<file path="config.mk">
export PLATFORM = sky130hd
export DESIGN_NAME = tbce_exec
export DESIGN_NICKNAME = d
export VERILOG_FILES = /design/src/rtl/tbce_pkg.sv /design/src/rtl/tbce_exec.sv
export SDC_FILE = /design/constraint.sdc
export NUM_CORES = 1
export LEC_CHECK = 0
export ABC_CLOCK_PERIOD_IN_PS = 3650
export BUFFER_PORTS_ARGS = -buffer_cell sky130_fd_sc_hd__buf_2
export CAP_MARGIN = 20
export CORE_MARGIN = 8
export CORE_UTILIZATION = 54
export CTS_CLUSTER_DIAMETER = 50
export DETAILED_ROUTE_END_ITERATION = 8
export PLACE_DENSITY = 0.8
export SLEW_MARGIN = 20
export SYNTH_ARGS = -nofsm -noshare
export SYNTH_HDL_FRONTEND = slang
export SYNTH_SLANG_ARGS = --single-unit
</file>
<file path="constraint.sdc">
create_clock -name clock -period 3.65 [get_ports clock]
set_input_delay 0.1825 -clock clock [delete_from_list [all_inputs] [get_ports clock]]
set_output_delay 0.1825 -clock clock [all_outputs]
set_load 0.01 [all_outputs]
</file>
<file path="src/rtl/tbce_pkg.sv">
package tbce_pkg;

   // Data memory geometry.
   localparam int ADDR_BITS = 16;
   localparam int MEM_DEPTH = 1 << ADDR_BITS;

   // Channel widths.
   localparam int REQ_DATA_BITS = 32;
   localparam int RSP_DATA_BITS = 64;

   // The word that stops the machine until reset.
   localparam logic [31:0] EXIT_WORD = 32'hEA00_0000;

   // Operation codes in the top byte of the instruction word.
   typedef enum logic [7:0] {
      OP_STORE       = 8'h10,
      OP_LOAD_X      = 8'h11,
      OP_LOAD_Y      = 8'h12,
      OP_LOAD_Z      = 8'h13,
      OP_LOAD_A      = 8'h14,
      OP_CMP_IMM     = 8'h1A,
      OP_CMP_MEM     = 8'h1B,
      OP_JUMP        = 8'h20,
      OP_JUMP_EQ     = 8'h22,
      OP_CLEAR_FLAGS = 8'h40,
      OP_PRINT       = 8'h55
   } opcode_type;

   typedef logic [ADDR_BITS-1:0] mem_addr_type;

   // One write into the data memory.
   typedef struct packed {
      logic         en;
      mem_addr_type addr;
      logic [7:0]   data;
   } mem_wr_type;

   // Architectural result of one instruction.
   typedef struct packed {
      logic [15:0] next_fetch_address;
      logic        equal_flag;
      logic        print_valid;
      logic [7:0]  print_byte;
      logic        halted;
      logic [7:0]  accumulator_value;
      logic [7:0]  x_value;
      logic [7:0]  y_value;
      logic [7:0]  z_value;
   } result_type;

endpackage

</file>
<file path="src/rtl/tbce_exec.sv">
module tbce_exec (
   input  logic                 clock,
   input  logic                 reset,
   input  logic                 exec_en,
   input  logic [31:0]          instr,
   input  logic [7:0]           mem_byte,
   output tbce_pkg::result_type result,
   output tbce_pkg::mem_wr_type mem_wr
);

   logic [15:0] pc_ff, pc_in;
   logic [7:0]  a_ff, a_in;
   logic [7:0]  x_ff, x_in;
   logic [7:0]  y_ff, y_in;
   logic [7:0]  z_ff, z_in;
   logic        eq_ff, eq_in;
   logic        halt_ff, halt_in;
   logic [7:0]  op;
   logic [7:0]  b2;
   logic [7:0]  b1;
   logic [7:0]  b0;
   logic [15:0] store_word;
   logic [15:0] pc_jump;
   logic        is_store;
   logic        pv;
   logic [7:0]  pb;

   assign op         = instr[31:24];
   assign b2         = instr[23:16];
   assign b1         = instr[15:8];
   assign b0         = instr[7:0];
   assign store_word = {b1, b2};

   // Decode and execute one instruction against the register state.
   always_comb begin
      pc_in    = pc_ff;
      a_in     = a_ff;
      x_in     = x_ff;
      y_in     = y_ff;
      z_in     = z_ff;
      eq_in    = eq_ff;
      halt_in  = halt_ff;
      pc_jump  = pc_ff;
      is_store = 1'b0;
      pv       = 1'b0;
      pb       = 8'd0;
      if (!halt_ff) begin
         if (instr == tbce_pkg::EXIT_WORD) begin
            halt_in = 1'b1;
         end else begin
            unique case (op)
               tbce_pkg::OP_STORE:       is_store = 1'b1;
               tbce_pkg::OP_LOAD_X:      x_in = b2;
               tbce_pkg::OP_LOAD_Y:      y_in = b2;
               tbce_pkg::OP_LOAD_Z:      z_in = b2;
               tbce_pkg::OP_LOAD_A:      a_in = b2;
               tbce_pkg::OP_CMP_IMM:     eq_in = eq_ff | (a_ff == b2);
               tbce_pkg::OP_CMP_MEM:     eq_in = eq_ff | (a_ff == mem_byte);
               tbce_pkg::OP_JUMP:        pc_jump = instr[23:8];
               tbce_pkg::OP_JUMP_EQ: begin
                  if (eq_ff) begin
                     pc_jump = instr[23:8];
                  end
               end
               tbce_pkg::OP_CLEAR_FLAGS: eq_in = 1'b0;
               tbce_pkg::OP_PRINT: begin
                  pv = 1'b1;
                  pb = b2;
               end
               default: ;
            endcase
            pc_in = pc_jump + 16'd1;
         end
      end
   end

   always_ff @(posedge clock) begin
      if (reset) begin
         pc_ff   <= '0;
         a_ff    <= '0;
         x_ff    <= '0;
         y_ff    <= '0;
         z_ff    <= '0;
         eq_ff   <= 1'b0;
         halt_ff <= 1'b0;
      end else if (exec_en) begin
         pc_ff   <= pc_in;
         a_ff    <= a_in;
         x_ff    <= x_in;
         y_ff    <= y_in;
         z_ff    <= z_in;
         eq_ff   <= eq_in;
         halt_ff <= halt_in;
      end
   end

   // Store write goes out in the same cycle the instruction executes.
   assign mem_wr.en   = exec_en && is_store;
   assign mem_wr.addr = store_word[tbce_pkg::ADDR_BITS-1:0];
   assign mem_wr.data = b0;

   assign result.next_fetch_address = pc_in;
   assign result.equal_flag         = eq_in;
   assign result.print_valid        = pv;
   assign result.print_byte         = pb;
   assign result.halted             = halt_in;
   assign result.accumulator_value  = a_in;
   assign result.x_value            = x_in;
   assign result.y_value            = y_in;
   assign result.z_value            = z_in;

   // Once halted the counter and registers are frozen.
   a_halt_freezes_pc: assert property (@(posedge clock) disable iff (reset)
      halt_ff |=> $stable(pc_ff) && halt_ff)
      else $error("program counter moved while halted");

   // A halted machine neither prints nor stores.
   a_halt_no_effect: assert property (@(posedge clock) disable iff (reset)
      halt_ff |-> !pv && !is_store)
      else $error("side effect while halted");

endmodule

</file>
Word-level counts from Yosys, hierarchy flattened. Index checks and enable logic that the tools add are counted.

Word-level logic and storage cells: 57. Output and inout bits: 84. Input bits: 43. Bits in registers: 50.

Reductions and logical operators: 1. $add $sub $neg: 1. Equal/unequal tests: 14. Bitwise logic cells: 2. Multiplexer cells: 32.

Operators with widths (count): $mux W8 (15); $mux W16 (5); $eq A8 B5 Y1 const B (7); $eq A32 B32 Y1 const B (1); $pmux W16 S2 (1); $add A16 B1 Y16 const B (1); $eq A8 B6 Y1 const B (2); $eq A8 B7 Y1 const B (2); $eq A8 B8 Y1 (2); $mux W1 (10); $pmux W1 S3 (1); $or A1 B1 Y1 (2); $logic_and A1 B1 Y1 (1).

Depth between registers and ports, before layout.
Word-level depth: 7. Gate-level depth with buffers: 13. Gate-level depth less buffers: 9.

Worst setup path before layout. Ideal clock, no wire load.

Kind: input-to-output. From: in instr[24]. To: out result[53] in the netlist's numbering. Data required time: 3.467 ns. Cell stages on the path: 12. Path buffers: 3. Setup slack: 0.306 ns. Arrival: 3.162 ns. Path through: or4b_1 buf_2 nor3_4 buf_4 clkbuf_1 nand2_1 nand2_1 ha_1 a21boi_0 nand4_1 or4_1 o211ai_1.

RTL lines: start: declaration (RTL line tbce_exec.sv:5) `input logic [31:0] instr,`; end: declaration (RTL line tbce_exec.sv:7) `output tbce_pkg::result_type result,`.

==> summary.md <==
| Metric | Value |
|---|---|
| Leak Pwr | `2.14 nW` |
| ANT nets after route | `0` |
| DR vias | `4,911` |
| Placed cell areas | `5010 um2` |
| Sw frac | `32.0%` |
| VDD IR-drop max | `0.000141 V` |
| Post-synth net total | `617` |
| CTS Hold Buffers Added | `0` |
| Chip width | `107 um` |
| Drc violations | `0` |
| TritonCTS clock tree | `done` |
| Global-route wire length before repair | `24,000 um` |
| Largest net degree at the start of global routing | `53` |
| Filler cells | `742` |
| Clock buffer depth | `2` |
| Max-cap violations | `0` |
| Share of cells above drive strength 1 | `31.6%` |
| Root Driver | `clkbuf_8` |
| Syn avg cell area | `7.87 um2` |
| CP arrival | `3.22 ns` |
| Post-DP HPWL | `10,800 um` |
| Flop and latch count out of synthesis | `50` |
| # setup viols final | `0` |
| # resized after CTS | `0` |
| Drt total wl | `15,000 um` |
| Mapped cell area | `4510 um2` |
| Syn. warnings | `0` |
| Clk sinks | `50` |
| Fin. Hold Viols | `0` |
| Distinct cells, synth | `74` |
| Most frequent cell after synthesis | `nand2_1` |
| RSZ-0062 raised after global routing | `no` |
| Psw | `356 uW` |
| Pwr dens | `217 nW/um2` |
| ANT cells | `0` |
| Clock latency reported for the late side of the worst-skew pair | `0.32 ns` |
| P_int | `755 uW` |
| Ys async rst share | `0%` |
| Initial antenna violation count | `0` |
| Vias per std cell | `6.46` |
| Num CTS Buffers | `5` |
| CP max FO | `7` |
| Top cells by area, synth | `dfxtp_1 (22%), mux2i_1 (10%), mux2_2 (8.7%), nand2_1 (4.9%), buf_4 (4.8%)` |
| Comb pwr share | `17.1%` |
| Total GRT Usage | `25.1%` |
| Initial Utilization | `55.2%` |
| Row count | `33` |
| HP Class | `in2reg` |
| Data required time of the worst path | `3.47 ns` |
| Synth Flop Type | `dfxtp_1` |
| CTS clock-pin slew for the worst setup and hold paths | `0.11 ns` |
| Worst-Margin Slew | `1.01 ns` |
| Register area share after synthesis | `22.2%` |
| # Post-CTS Setup Buffers | `0` |
| P&R area growth vs syn | `13.5%` |
| Fin util | `62.6%` |
| EDFF count, synth | `0` |
| Status | `completed` |
| F_max | `294 MHz` |
| DR iter-0 viols | `385` |
| Min cycle time layout | `3.40 ns` |
| Area of the multi-input gates | `3090 um2` |
| Worst setup path category | `reg2out` |
| Post-synth top area cell | `dfxtp_1` |
| Kind of end point of the critical path | `output port` |
| Total Neg Setup Slack | `0 ns` |
| Worst Setup Start Kind | `flop` |
| Routed length per instance | `19.7 um` |
| Design Area, Final | `5120 um2` |
| Post-synth top area share | `22.2%` |
| CTS HTree Levels | `2` |
| RD Place Congestion | `0.943` |
| Slew headroom | `32.6%` |
| Clock skew | `0.00503 ns` |
| Pre-antenna DRT Iters | `7` |
| GRT overflow | `0` |
| I/O Buffers | `126` |
| Max-slew violations | `0` |
| Hold_ws | `0.259 ns` |
| CORE AREA | `8180 um2` |
| I/O Pins | `127` |
| Final period utilization | `93.1%` |
| Sequential Area | `1000 um2` |
| Fin nets | `698` |
| Syn Inst Count | `573` |
| Clock Power Share | `32.8%` |
| Die Y | `107 um` |
| Flop pwr share | `50.1%` |
| Commonest cells post-synth | `nand2_1 (59), nor2_1 (58), dfxtp_1 (50)` |
| Vias in the first global route | `4,816` |
| Die footprint | `11,500 um2` |
## critical path: stages (launching register included)
cell and delay [ns]:
dfxtp_1 0.37, nand2b_1 0.29, nand3_1 0.33, nand2_1 0.10
nand2_1 0.08, ha_1 0.28, a21boi_0 0.48, buf_4 0.24
nand4_1 0.10, a211o_1 0.35, o211ai_1 0.12, buf_2 0.17
## layout make-up
type                            instances  share of cell area [%]
Sequential cell                        50                    19.6
Multi-Input combinational cell        439                    60.3
Clock inverter                          3                   0.562
Tap cell                              105                    2.57
Timing Repair Buffer                  140                    14.4
Clock buffer                            5                    1.34
Inverter                               18                    1.32
## metal layers
layer  up-vias  GRT usage (%)  share of wire [%]
li1       2273              -                  -
met1      2311           31.0                 41
met2       282           41.1                 46
met3        45           6.05                9.6
met4         0           9.61                2.8
met5         -              0                  0
## placed cells by master, fill, tap and decap left out, types with 3 or more instances in the layout
cell and count:
a211oi_1 6, a21oi_1 17, a311oi_1 3, a31oi_1 6, and2_1 16, and3_1 5, and4_1 6, buf_2 126
buf_4 14, clkbuf_8 5, dfxtp_1 50, inv_1 17, mux2_2 35, mux2i_1 45, nand2_1 59, nand2b_1 6
nand3_1 15, nand4_1 18, nand4b_1 4, nor2_1 58, nor3_1 17, nor3b_1 3, nor4_1 12, nor4_2 6
o2111ai_1 6, o211ai_1 6, o21ai_0 11, o31ai_1 3, o32ai_1 4, or2_2 3, or3_1 7, or4_1 7
xor2_1 4
## cell families (layout without fill, tap and decap cells)
logic type | Yosys count | count (layout) | synth area share [%]
buf+inv | 84 | 166 | 9.68
xor+xnor | 5 | 5 | 0.971
flops | 50 | 50 | 22.2
fa+ha+maj | 1 | 1 | 0.277
mux | 82 | 82 | 19.2
simple gates | 257 | 257 | 31.6
compound gates | 94 | 94 | 16.1
## power by group through the flow
stage	combinational (mW)	clock [mW]	sequential, mW
after floorplan	0.116	0	0.567
after global placement	0.183	0	0.569
after detailed placement	0.186	0	0.569
after CTS	0.187	0.369	0.556
after global routing	0.204	0.392	0.557
final	0.190	0.364	0.556
## path summary, 6_finish.rpt
check,start,to,slack [ns],depth (start not counted)
worst max-delay path,eq_ff,result[53],0.25,11
worst min-delay path,instr[22],x_ff[6],0.26,3
worst max register to register,eq_ff,pc_ff[14],0.76,7
worst min register to register,x_ff[7],x_ff[7],0.46,2
## flip-flops by register name, indices dropped and copies added (netlist names)
register  cells
eq_ff         1
z_ff          8
x_ff          8
y_ff          8
a_ff          8
pc_ff        16
halt_ff       1
## through the flow
step	power [mW]	worst slack, ns	std cells
5_1_grt	1.15	0.0862	760
6_report	1.11	0.252	760
3_5_place_dp	0.755	0.340	752
4_1_cts	1.11	0.313	760
3_3_place_gp	0.751	0.433	752
2_1_floorplan	0.683	0.306	573
(Power assumes the default switching activity.)
